--- src/hw/rtl/square_matrix_multiply_unit_macros.svh ---
// Assertion macros shared by the matrix multiply RTL.
`ifndef SQUARE_MATRIX_MULTIPLY_UNIT_MACROS_SVH
`define SQUARE_MATRIX_MULTIPLY_UNIT_MACROS_SVH

// Same-cycle implication, checked on clk, off during reset.
`define SMM_ASSERT_NOW(label, ante, cons) \
  label: assert property (@(posedge clk) disable iff (!rst_n) (ante) |-> (cons)) \
    else $error("smm assertion failed");

// Next-cycle implication, checked on clk, off during reset.
`define SMM_ASSERT_NEXT(label, ante, cons) \
  label: assert property (@(posedge clk) disable iff (!rst_n) (ante) |=> (cons)) \
    else $error("smm assertion failed");

`endif

--- src/hw/rtl/smm_pkg.sv ---
// Shared types and constants of the matrix multiply unit.
`timescale 1ns / 1ps
`default_nettype none
package smm_pkg;

  localparam int DIM     = 8;               // active matrix side, 1..8
  localparam int SIDE    = 8;               // storage side (lanes and rows)
  localparam int IDX_W   = 3;               // row/column index width
  localparam int ELEM_W  = 16;
  localparam int PROD_W  = 2 * ELEM_W;
  localparam int SUM1_W  = PROD_W + 1;      // pairs
  localparam int SUM2_W  = PROD_W + 2;      // quads
  localparam int VALUE_W = PROD_W + 3;      // full dot product

  localparam logic [IDX_W:0]   DIM_LIM  = (IDX_W + 1)'(DIM);
  localparam logic [IDX_W-1:0] DIM_LAST = IDX_W'(DIM - 1);

  typedef enum logic [1:0] {
    MODE_WR_A    = 2'd0,
    MODE_WR_B    = 2'd1,
    MODE_COMPUTE = 2'd2,
    MODE_RSVD    = 2'd3
  } mode_t;

  // Controller -> datapath
  typedef struct packed {
    logic             wr_a;
    logic             wr_b;
    logic [IDX_W-1:0] wr_row;
    logic [IDX_W-1:0] wr_col;
    logic             issue;
    logic [IDX_W-1:0] rd_i;
    logic [IDX_W-1:0] rd_j;
    logic             last;
  } cmd_t;

  // Datapath -> controller
  typedef struct packed {
    logic advance;     // pipeline moves this cycle
    logic pipe_empty;  // no element in flight or waiting at the output
  } sts_t;

  // Coordinates that travel with an element down the pipeline
  typedef struct packed {
    logic [IDX_W-1:0] i;
    logic [IDX_W-1:0] j;
    logic             last;
  } coord_t;

endpackage
`default_nettype wire

--- src/hw/rtl/smm_ctrl.sv ---
// Controller: input handshake, write decode and product element sequencer.
`timescale 1ns / 1ps
`default_nettype none
`include "square_matrix_multiply_unit_macros.svh"
module smm_ctrl (
  input  wire logic                         clk,
  input  wire logic                         rst_n,
  input  wire logic                         in_valid,
  output logic                              in_ready,
  input  wire logic [1:0]                   in_mode,
  input  wire logic [smm_pkg::IDX_W-1:0]    in_row,
  input  wire logic [smm_pkg::IDX_W-1:0]    in_col,
  input  wire smm_pkg::sts_t                sts,
  output smm_pkg::cmd_t                     cmd
);

  typedef enum logic [2:0] {
    ST_IDLE  = 3'b001,
    ST_RUN   = 3'b010,
    ST_DRAIN = 3'b100
  } state_t;

  state_t                      state_r, state_nxt;
  logic [smm_pkg::IDX_W-1:0]   i_r, i_nxt;
  logic [smm_pkg::IDX_W-1:0]   j_r, j_nxt;
  logic                        accept;
  logic                        in_range;
  logic                        last_pos;
  smm_pkg::mode_t              mode;

  assign mode     = smm_pkg::mode_t'(in_mode);
  assign in_ready = (state_r == ST_IDLE);
  assign accept   = in_valid && in_ready;
  assign in_range = ({1'b0, in_row} < smm_pkg::DIM_LIM) &&
                    ({1'b0, in_col} < smm_pkg::DIM_LIM);
  assign last_pos = (i_r == smm_pkg::DIM_LAST) && (j_r == smm_pkg::DIM_LAST);

  always_comb begin
    cmd        = '0;
    cmd.wr_row = in_row;
    cmd.wr_col = in_col;
    cmd.rd_i   = i_r;
    cmd.rd_j   = j_r;
    cmd.last   = last_pos;
    cmd.issue  = (state_r == ST_RUN) && sts.advance;
    cmd.wr_a   = accept && in_range && (mode == smm_pkg::MODE_WR_A);
    cmd.wr_b   = accept && in_range && (mode == smm_pkg::MODE_WR_B);
  end

  always_comb begin
    state_nxt = state_r;
    i_nxt     = i_r;
    j_nxt     = j_r;
    unique case (state_r)
      ST_IDLE: begin
        if (accept && (mode == smm_pkg::MODE_COMPUTE)) begin
          i_nxt     = '0;
          j_nxt     = '0;
          state_nxt = ST_RUN;
        end
      end
      ST_RUN: begin
        if (cmd.issue) begin
          if (last_pos) begin
            state_nxt = ST_DRAIN;
          end else if (j_r == smm_pkg::DIM_LAST) begin
            j_nxt = '0;
            i_nxt = i_r + 1'b1;
          end else begin
            j_nxt = j_r + 1'b1;
          end
        end
      end
      ST_DRAIN: begin
        if (sts.pipe_empty) begin
          state_nxt = ST_IDLE;
        end
      end
      default: state_nxt = ST_IDLE;
    endcase
  end

  always_ff @(posedge clk) begin
    if (!rst_n) begin
      state_r <= ST_IDLE;
      i_r     <= '0;
      j_r     <= '0;
    end else begin
      state_r <= state_nxt;
      i_r     <= i_nxt;
      j_r     <= j_nxt;
    end
  end

  // Writes only land with nothing in flight.
  `SMM_ASSERT_NOW(a_wr_when_empty, cmd.wr_a || cmd.wr_b, sts.pipe_empty)
  // Compute transaction starts the sweep at element (0,0).
  `SMM_ASSERT_NEXT(a_start_sweep, accept && (mode == smm_pkg::MODE_COMPUTE),
    (state_r == ST_RUN) && (i_r == '0) && (j_r == '0))
  // Issuing the final element ends the sweep.
  `SMM_ASSERT_NEXT(a_end_sweep, cmd.issue && last_pos, state_r == ST_DRAIN)

endmodule
`default_nettype wire

--- config.mk ---
export PLATFORM = sky130hd
export DESIGN_NAME = smm_ctrl
export DESIGN_NICKNAME = d
export VERILOG_FILES = /design/src/hw/rtl/smm_pkg.sv /design/src/hw/rtl/smm_ctrl.sv
export VERILOG_INCLUDE_DIRS = /design/src /design/src/hw/rtl
export SDC_FILE = /design/constraint.sdc
export NUM_CORES = 1
export LEC_CHECK = 0
export ABC_AREA = 1
export CAP_MARGIN = 20
export CORE_MARGIN = 1
export CORE_UTILIZATION = 45
export CTS_BUF_LIST = sky130_fd_sc_hd__clkbuf_8
export DETAILED_ROUTE_END_ITERATION = 8
export DONT_BUFFER_PORTS = 1
export PLACE_DENSITY = 0.57
export SETUP_SLACK_MARGIN = 0.3
export SLEW_MARGIN = 30
export SYNTH_ARGS = -nofsm -noshare
export SYNTH_HDL_FRONTEND = slang
export SYNTH_SLANG_ARGS = --single-unit
--- constraint.sdc ---
create_clock -name clk -period 1.75 [get_ports clk]
set_input_delay 0.2625 -clock clk [delete_from_list [all_inputs] [get_ports clk]]
set_output_delay 0.2625 -clock clk [all_outputs]
set_load 0.02 [all_outputs]
==> run metrics, run 1 <==
Gate power share 26.2%; r2r setup slk slightly below 0.4 ns; die area between 0.0015 and 0.002 mm^2; CTS root buf clkbuf_8; Max Fanout on Critical Path 3; post-DP HPWL a little under 1 mm; max-slew violations 0; Reg power frac around 37%; drt wl/cell around 12 um; Inserted Diodes 0; Pwr Total approximately 0.00064 W; fill count 138; Fmax around 700 MHz; Reg-to-Reg Start i_r[1]; vias in the first global route approximately 540; Hold Vio Cnt, Final 0; clk buf depth 2; Worst Hold Class input port to flip-flop; unrepaired setup endpoints after global routing yes; Pwr Density 788.9 mW/mm^2; Synth Instances 97; Static Leak approximately 0.37 nW; GP Congestion between 0.7 and 0.8; Final period util between 80% and 90%; first-pass GRT wire length about 2.0 mm; CTS HTree Levels 1; Final ANT Viol Nets 0; antenna violations before repair 0; CORE AREA roughly 0.0013 mm^2; endpoints failing setup 0; Synth Cell Area around 640 um^2; vias between 600 and 700; Worst EP arrival around 1.2 ns; Layout area overhead 27.25%; Rows 13; drt total wl approximately 1.4 mm; maximum vdd ir drop roughly 0.00063 V; P_sw about 0.00020 W; Mean Syn Cell Area 6.578 um^2; Synthesized Nets ~110; Iter 0 DRT Violations 3; initial core utilization around 48%; Die H roughly 40 um; sequential share of the synthesized area 28.24%; flops & latches, synth 9; Yosys cell types 19; drt drc 0; status finished clean; Tmin final between 1 and 1.5 ns; Relative slew margins about four fifths; vias per inst 5.140; critical path class flip-flop to output pin; Switching Share 30.64%; hold_sp rst_n; setup TNS 0 ns; DRT Pass-1 Iters 4; Port Buffers 0; clock latency on the worst-skew pair 0.23 ns; largest net degree at the start of global routing 13; crit path from state_r[0]; Crit. End Element output pin; worst endpoint required time around 1.5 ns; Yosys warning count 0; clock power share 36.5%; Worst Tran Pin Value 0.3264 ns; clk slew on worst S/H paths around 0.05 ns; layout cells sized above 1 between 40% and 50%; hold_buf cts 0; Pint around 0.00044 W; Setup crit start kind flip-flop; boundary pin count 30; max_cap viols 0; gr ovfl total 0; CTS tree yes; Tot GR Track Use 18.96%; CTS Buf Count 3; fin nets 124; Post-Route Skew between 0.002 and 0.0025 ns; # clock sinks 9; Die W 39.66 um
[sequential cells by signal, summed over array words and instances (netlist names)]
register,count
i_r,3
j_r,3
state_r,3
[worst paths after layout]
| path | cells past startpoint | to |
|---|---|---|
| setup / recovery | 7 | cmd[14] |
| hold / removal | 2 | i_r[1] |
| setup reg to reg | 9 | j_r[1] |
| hold reg to reg | 2 | i_r[1] |
[cells by family after synthesis]
family | after synthesis | share of synthesized area [%]
fa+ha+maj | 4 | 7.843
compound gates | 6 | 5.491
simple gates | 55 | 40.59
buf+inv | 23 | 17.84
flops | 9 | 28.23
[power by group through the flow]
stage,Sequential [W],Combinational [W],Clock [W]
2_1_floorplan,0.000255,0.000113,0
3_3_place_gp,0.000240,0.000146,0
3_5_place_dp,0.000240,0.000147,0
4_1_cts,0.000238,0.000158,0.000242
5_1_grt,0.000241,0.000192,0.000250
6_report,0.000239,0.000168,0.000234
[area by class of cell]
class	instances	area, um^2	share of cell area, %
Multi-Input combinational cell	65	404.1	49.77
Timing Repair Buffer	13	97.59	12.02
Sequential cell	9	187.7	23.11
Clock inverter	1	3.754	0.4622
Clock buffer	3	41.29	5.085
Tap cell	15	18.77	2.311
Inverter	15	58.81	7.242
[worst max-delay path, stage by stage (launching register included)]
cell and delay [ns]:
dfxtp_2 0.33, inv_2 0.05, nor2_2 0.08, nand2_2 0.07, nor2_4 0.09, inv_2 0.05
nor3_2 0.09, buf_4 0.16
[stage by stage]
step	std cells	cell area (um^2)	util (%)	hold WS, ns	setup slack [ns]
2_1_floorplan	97	638.1	-	0.3832	0.3127
3_3_place_gp	111	651.9	49.48	0.3863	0.3469
3_5_place_dp	111	651.9	49.48	0.3884	0.3094
4_1_cts	116	734.5	55.75	0.1350	0.2229
5_1_grt	121	812.0	61.63	0.1480	0.2233
6_report	121	812.0	61.63	0.1383	0.3279
[metal layers]
layer  GRT usage [%]  vias up  share of wire, %
li1                -      321                 -
met1           20.48      277                41
met2           32.38       18                51
met3           3.409        6               6.4
met4           13.79        0               1.2
met5               0        -                 0
[cell usage after synthesis]
master | n | share of area [%]
nand3_1 | 7 | 5.5
nand2_2 | 5 | 4.9
nor3_1 | 4 | 3.1
or2_0 | 1 | 0.98
buf_4 | 7 | 8.2
a21oi_1 | 4 | 3.1
a31oi_1 | 1 | 0.98
inv_1 | 14 | 8.2
nor2_4 | 1 | 1.8
nand3_2 | 1 | 1.6
nand2_1 | 21 | 12
dfxtp_1 | 9 | 28
ha_1 | 4 | 7.8
nor2_2 | 1 | 0.98
nor2_1 | 11 | 6.5
a41oi_1 | 1 | 1.4
buf_2 | 1 | 0.78
inv_2 | 1 | 0.59
nand4_1 | 3 | 2.9
[layout by cell type, fill, tap and decap left out]
master    instances
nand3_1           6
nand3_2           2
nand2_1          19
dfxtp_4           1
buf_4            13
ha_1              1
a21oi_1           4
inv_2             3
inv_4             1
ha_2              2
nor2_2            2
clkbuf_8          3
or2_0             1
dfxtp_1           5
nand2_2           6
nor3_1            2
a31oi_1           1
nor3_2            2
ha_4              1
inv_1            12
a41oi_1           1
nor2_1            8
nand2_4           1
nor2_4            3
nand4_1           3
dfxtp_2           3
[repair_timing]
| item | CTS | global route |
|---|---|---|
| resized for setup | 13 | 11 |
| pin swaps | 4 | 7 |
| endpoints found under the setup margin | 4 | 11 |
| buffers inserted | 1 | 5 |
No activity file was read; power rests on OpenSTA's default activity.
==> run 2: changes to the inputs <==
==> constraint.sdc (replaced) <==
create_clock -name clk -period 1.47 [get_ports clk]
set_input_delay 0.2205 -clock clk [delete_from_list [all_inputs] [get_ports clk]]
set_output_delay 0.2205 -clock clk [all_outputs]
set_load 0.02 [all_outputs]
==> run 2 against run 1 <==
Against the previous run: clock skew fell by 0.0020 ns; total power rose by 27%; critical endpoint is now cmd[15]; via count rose by 1.1%; highest routed layer unchanged; critical path type unchanged.
==> run metrics, run 2 (same netlist as run 1, synthesis figures left out) <==
drt total wl 1.622 mm (+16%); placement-stage cell area 710.7 um^2 (+9.0%); Static Leak 0.4112 nW (+9.7%); worst endpoint required time 1.25 ns (-0.24 ns); clock latency on the worst-skew pair 0.24 ns (about the same); Crit. End Element output pin; initial core utilization 48.43% (unchanged); Iter 0 DRT Violations 8 (+5); Port Buffers 0 (unchanged); CTS root buf clkbuf_8; Fmax 706.3 MHz; max_cap viols 0 (unchanged); Post-Route Skew 0.0003034 ns (-0.001951 ns); vias per inst 5.242 (+2.0%); CTS HTree Levels 1 (unchanged); clk slew on worst S/H paths 0.05 ns (about the same); drt wl/cell 13.52 um (+17%); Final period util a little over nine tenths; unrepaired setup endpoints after global routing yes; Die H 39.66 um (unchanged); clk buf depth 2 (unchanged); hold_sp rst_n; CORE AREA 0.001318 mm^2 (unchanged); most common cell after layout, fill and taps aside nand2_1; Worst EP arrival 1.20 ns (+0.04 ns); die area 0.001573 mm^2 (unchanged); Final Core Density 73.69% (+12 points); CTS tree yes; Max Fanout on Critical Path 3 (unchanged); fin area 970.9 um^2 (+20%); gr ovfl total 0 (unchanged); boundary pin count 30 (unchanged); Hold Vio Cnt, Final 0 (unchanged); antenna violations before repair 0 (unchanged); Setup crit start kind flip-flop; vias 629 (+1.1%); Final ANT Viol Nets 0 (unchanged); GP Congestion 0.6937 (-7.7%); drt drc 0 (unchanged); layout cells sized above 1 55.24% (+15 points); Layout area overhead 52.16%; maximum vdd ir drop 0.0006546 V (+4.2%); first-pass GRT wire length 2.228 mm (+14%); fin nets 123 (-0.81%); hold_buf cts 0 (unchanged); crit path from state_r[0]; DRT Pass-1 Iters 4 (unchanged); Rows 13 (unchanged); Worst Hold Class input port to flip-flop; largest net degree at the start of global routing 7 (-6); Reg-to-Reg Start state_r[1]; vias in the first global route 533 (-0.74%); max-slew violations 0 (unchanged); critical path class flip-flop to output pin; endpoints failing setup 0 (unchanged); # clock sinks 9 (unchanged); largest registers i_r (3), j_r (3), state_r (3); status finished clean; Inserted Diodes 0 (unchanged); Die W 39.66 um (unchanged); Relative slew margins 74.08% (-4.1 points); Tmin final ~1.4 ns; Worst Tran Pin Value 0.3858 ns (+0.05937 ns); fill count 103 (-25%); Tot GR Track Use 22.76% (+3.8 points); Pwr Density 841.0 mW/mm^2 (+6.6%); CTS Buf Count 3 (unchanged); post-DP HPWL 1.051 mm (+6.3%); most frequent cells in the layout nand2_1, inv_1, nor2_1
run 2: changes by cell type in the layout (fill, tap and decap cells not counted), sizes merged:
| cell | delta |
|---|---|
| buf | -2 |
| nand2 | +1 |
run 2: final cells by class:
| type | count | area [um^2] | share of cell area [%] |
|---|---|---|---|
| Sequential cell | 9 | 202.7 | 20.88 |
| Clock buffer | 3 | 41.29 | 4.253 |
| Multi-Input combinational cell | 66 | 533.0 | 54.90 |
| Timing Repair Buffer | 11 | 110.1 | 11.34 |
| Clock inverter | 1 | 3.754 | 0.3866 |
| Inverter | 15 | 61.31 | 6.314 |
| Tap cell | 15 | 18.77 | 1.933 |
run 2: metrics by stage:
stage | setup TNS, ns | hold WS (ns) | power (W) | instances | setup WS, ns
finish | 0 | 0.08753 | 0.0008166 | 120 | 0.05411
global route | -0.1471 | 0.09160 | 0.0008603 | 120 | -0.07890
CTS | -0.01119 | 0.08802 | 0.0007950 | 118 | -0.01119
detailed placement | 0 | 0.3354 | 0.0004762 | 107 | 0.1352
global placement | 0 | 0.3342 | 0.0004740 | 107 | 0.1331
floorplan | 0 | 0.3314 | 0.0004689 | 97 | 0.2309
run 2: report_power, final:
group	internal, W	switching [W]	total, W
clock	0.000183	0.000108	0.000291
sequential	0.000268	0.0000408	0.000309
combinational	0.0000874	0.000129	0.000217
total	0.000538	0.000278	0.000817
run 2: final timing paths:
check                           slack [ns]  depth (start not counted)      end
worst max-delay path                  0.05                          6  cmd[15]
worst min-delay path                  0.09                          2   i_r[1]
worst max register to register        0.11                          8   j_r[2]
worst min register to register        0.56                          2   i_r[1]
run 2: per-layer routing:
layer  vias up  part of all wire, %  global-route usage, %
met3         7                  5.1                  6.818
met5         -                    0                      0
met2        19                   50                  34.43
met1       286                   42                  26.37
li1        317                    -                      -
met4         0                  2.8                  17.24
run 2: repair_timing:
item / in CTS / in global routing
setup buffers: 6 / 2
cloned: 1 / 0
endpoints found under the setup margin: 14 / 14
resized for setup: 22 / 16
pin swaps: 8 / 19
run 2: critical path, stage by stage, from the launching register on:
cell     delay [ns]
dfxtp_2        0.33
inv_2          0.04
nor2_1         0.08
nand2_1        0.08
nor2_2         0.14
inv_2          0.07
nor3_4         0.22
==> run 3: changes to the inputs <==
--- a/config.mk
+++ b/config.mk
@@ -8,7 +8,7 @@
 export LEC_CHECK = 0
 export ABC_AREA = 1
 export CAP_MARGIN = 20
-export CORE_MARGIN = 1
+export CORE_MARGIN = 3
 export CORE_UTILIZATION = 45
 export CTS_BUF_LIST = sky130_fd_sc_hd__clkbuf_8
 export DETAILED_ROUTE_END_ITERATION = 8
==> run 3 against run 2 <==
Against the previous run: the flow now finishes with violations (setup timing); cell count down 1.7%; non-clock buffer count down 1; total power hardly changed; largest power group unchanged.
==> run metrics, run 3 (same netlist as run 1, synthesis figures left out) <==
CTS Buf Count 3 (unchanged); CORE AREA 0.001216 mm^2 (-7.7%); Inserted Diodes 0 (unchanged); most common cell after layout, fill and taps aside nand2_1; Tot GR Track Use 20.19% (-2.6 points); vias 644 (+2.4%); Relative slew margins 75.66% (+1.6 points); clk buf depth 2 (unchanged); worst endpoint required time 1.25 ns (about the same); CP Cell Sequence inv_2, buf_4, nand2_2, nor2_4, inv_4, nor2_4; dpl ws 0.1146 ns (-0.02057 ns); Final ANT Viol Nets 0 (unchanged); Crit. End Element output pin; Final WS setup -0.01485 ns (-0.06895 ns); placement-stage cell area 716.9 um^2 (+0.88%); Tmin final 1.485 ns (+0.06895 ns); Worst path depth 6 (unchanged); R2R cell count 10 (+2); worst reg2reg path endpoint j_r[2]; most frequent cells in the layout nand2_1, inv_1, buf_4; Worst Tran Pin Value 0.3623 ns (-0.02351 ns); Iter 0 DRT Violations 21 (+13); first-pass GRT wire length 2.870 mm (+29%); status finished, violations left; maximum vdd ir drop 0.0005670 V (-13%); critical path endpoint cmd[7]; antenna violations before repair 0 (unchanged); fin area 975.9 um^2 (+0.52%); clk slew on worst S/H paths 0.05 ns (about the same); max-slew violations 0 (unchanged); initial core utilization 52.47% (+4.0 points); Pwr Total 0.0008158 W (about the same); GP Congestion 0.7566 (+9.1%); CP peak stage delay 0.32 ns (about the same); Rows 12 (-1); Top delay family on crit path simple AND/OR/NAND/NOR gates; layout cells sized above 1 57.69% (+2.5 points); Reg-to-Reg Start state_r[0]; die area 0.001906 mm^2 (+21%); fill count 75 (-27%); r2r setup slk 0.04 ns (-0.07 ns); fin nets 122 (-0.81%); CTS root buf clkbuf_8; Worst EP arrival 1.26 ns (+0.06 ns); drt wl/cell 15.26 um (+13%); post-DP HPWL 1.073 mm (+2.0%); DRT Pass-1 Iters 4 (unchanged); Post-Layout Cell Count 118 (-1.7%); clock latency on the worst-skew pair 0.23 ns (about the same); Pwr Density 835.9 mW/mm^2 (-0.61%); Port Buffers 0 (unchanged); endpoints failing setup 1 (+1); Max Fanout on Critical Path 6 (+3); Setup crit start kind flip-flop; Final period util 101.0% (+4.7 points); CP Buf/Inv Count 3 (+1); Layout area overhead 52.94%; Placed Instances 107 (unchanged); Reg area 200.2 um^2 (-1.2%); critical path class flip-flop to output pin; Hold Vio Cnt, Final 0 (unchanged); Fin Hold WS 0.1007 ns (+0.01315 ns); boundary pin count 30 (unchanged); drt total wl 1.801 mm (+11%); largest registers i_r (3), j_r (3), state_r (3); drt drc 0 (unchanged); crit path from state_r[0]; Die W 43.66 um (+10%); max_cap viols 0 (unchanged); vias in the first global route 625 (+17%); Slowest cell on crit path dfxtp_2; vias per inst 5.458 (+4.1%); Multi-input gate area 566.8 um^2 (+6.3%); Worst Hold Class input port to flip-flop; largest net degree at the start of global routing 7 (unchanged); CTS tree yes; cell repeated most along the worst path nor2_4; Static Leak 0.4110 nW (about the same); failing checks setup timing; Fmax 673.5 MHz (-4.6%); Post-Route Skew 0.0004702 ns (+0.0001668 ns); unrepaired setup endpoints after global routing yes; # clock sinks 9 (unchanged); gr ovfl total 0 (unchanged); CTS HTree Levels 1 (unchanged); Die H 43.66 um (+10%)
==> run 3: how the worst min path moves through the flow <==
stage               start      to  slack [ns]  cells after the start
floorplan           rst_n  i_r[1]        0.33                      2
global placement    rst_n  i_r[1]        0.34                      2
detailed placement  rst_n  j_r[0]        0.34                      2
CTS                 rst_n  i_r[1]         0.1                      2
global route        rst_n  j_r[0]         0.1                      2
finish              rst_n  j_r[0]        0.10                      2
==> run 3: per-stage QoR <==
step,TNS [ns],utilization [%]
floorplan,0,-
CTS,-0.007232,73.25
detailed placement,0,58.95
global route,-0.2354,80.25
global placement,0,58.95
finish,-0.01485,80.25
==> run 3: per-layer routing <==
| layer | vias up | GRT usage [%] | part of all wire (%) |
|---|---|---|---|
| met5 | - | 0 | 0 |
| met2 | 33 | 30.52 | 47 |
| met4 | 0 | 10.84 | 1.6 |
| met3 | 4 | 5.394 | 9.2 |
| met1 | 290 | 25.81 | 42 |
| li1 | 317 | - | - |
==> run 3: cell type report <==
cell class              count  share of cell area (%)
well taps                  14                   1.795
clock inverters             1                  0.3846
multi-input cells          66                   58.08
repair buffers             10                   8.462
inverters                  15                   6.538
clock buffers               3                   4.231
flip-flops and latches      9                   20.51
==> run 3: timing repair <==
action                     4_1_cts  5_1_grt
pin swaps                       13        8
buffers inserted                 3        3
setup endpoints to repair       13       14
hold buffers                     0        0
gates resized for setup         27       14
cloned                           1        0
==> run 3: worst register-to-register path, stage by stage (launching register included) <==
cell	delay (ns)
dfxtp_2	0.32
inv_2	0.06
buf_4	0.10
nand2_2	0.05
nor2_4	0.26
buf_4	0.18
nand2_4	0.08
nand3_4	0.11
nand2_2	0.05
nand2_1	0.06
nor2_1	0.04
==> run 3: power breakdown <==
| group | switching (W) | internal [W] | total [W] |
|---|---|---|---|
| clock network | 0.000106 | 0.000183 | 0.000288 |
| registers | 0.0000364 | 0.000269 | 0.000306 |
| logic | 0.000135 | 0.0000865 | 0.000222 |
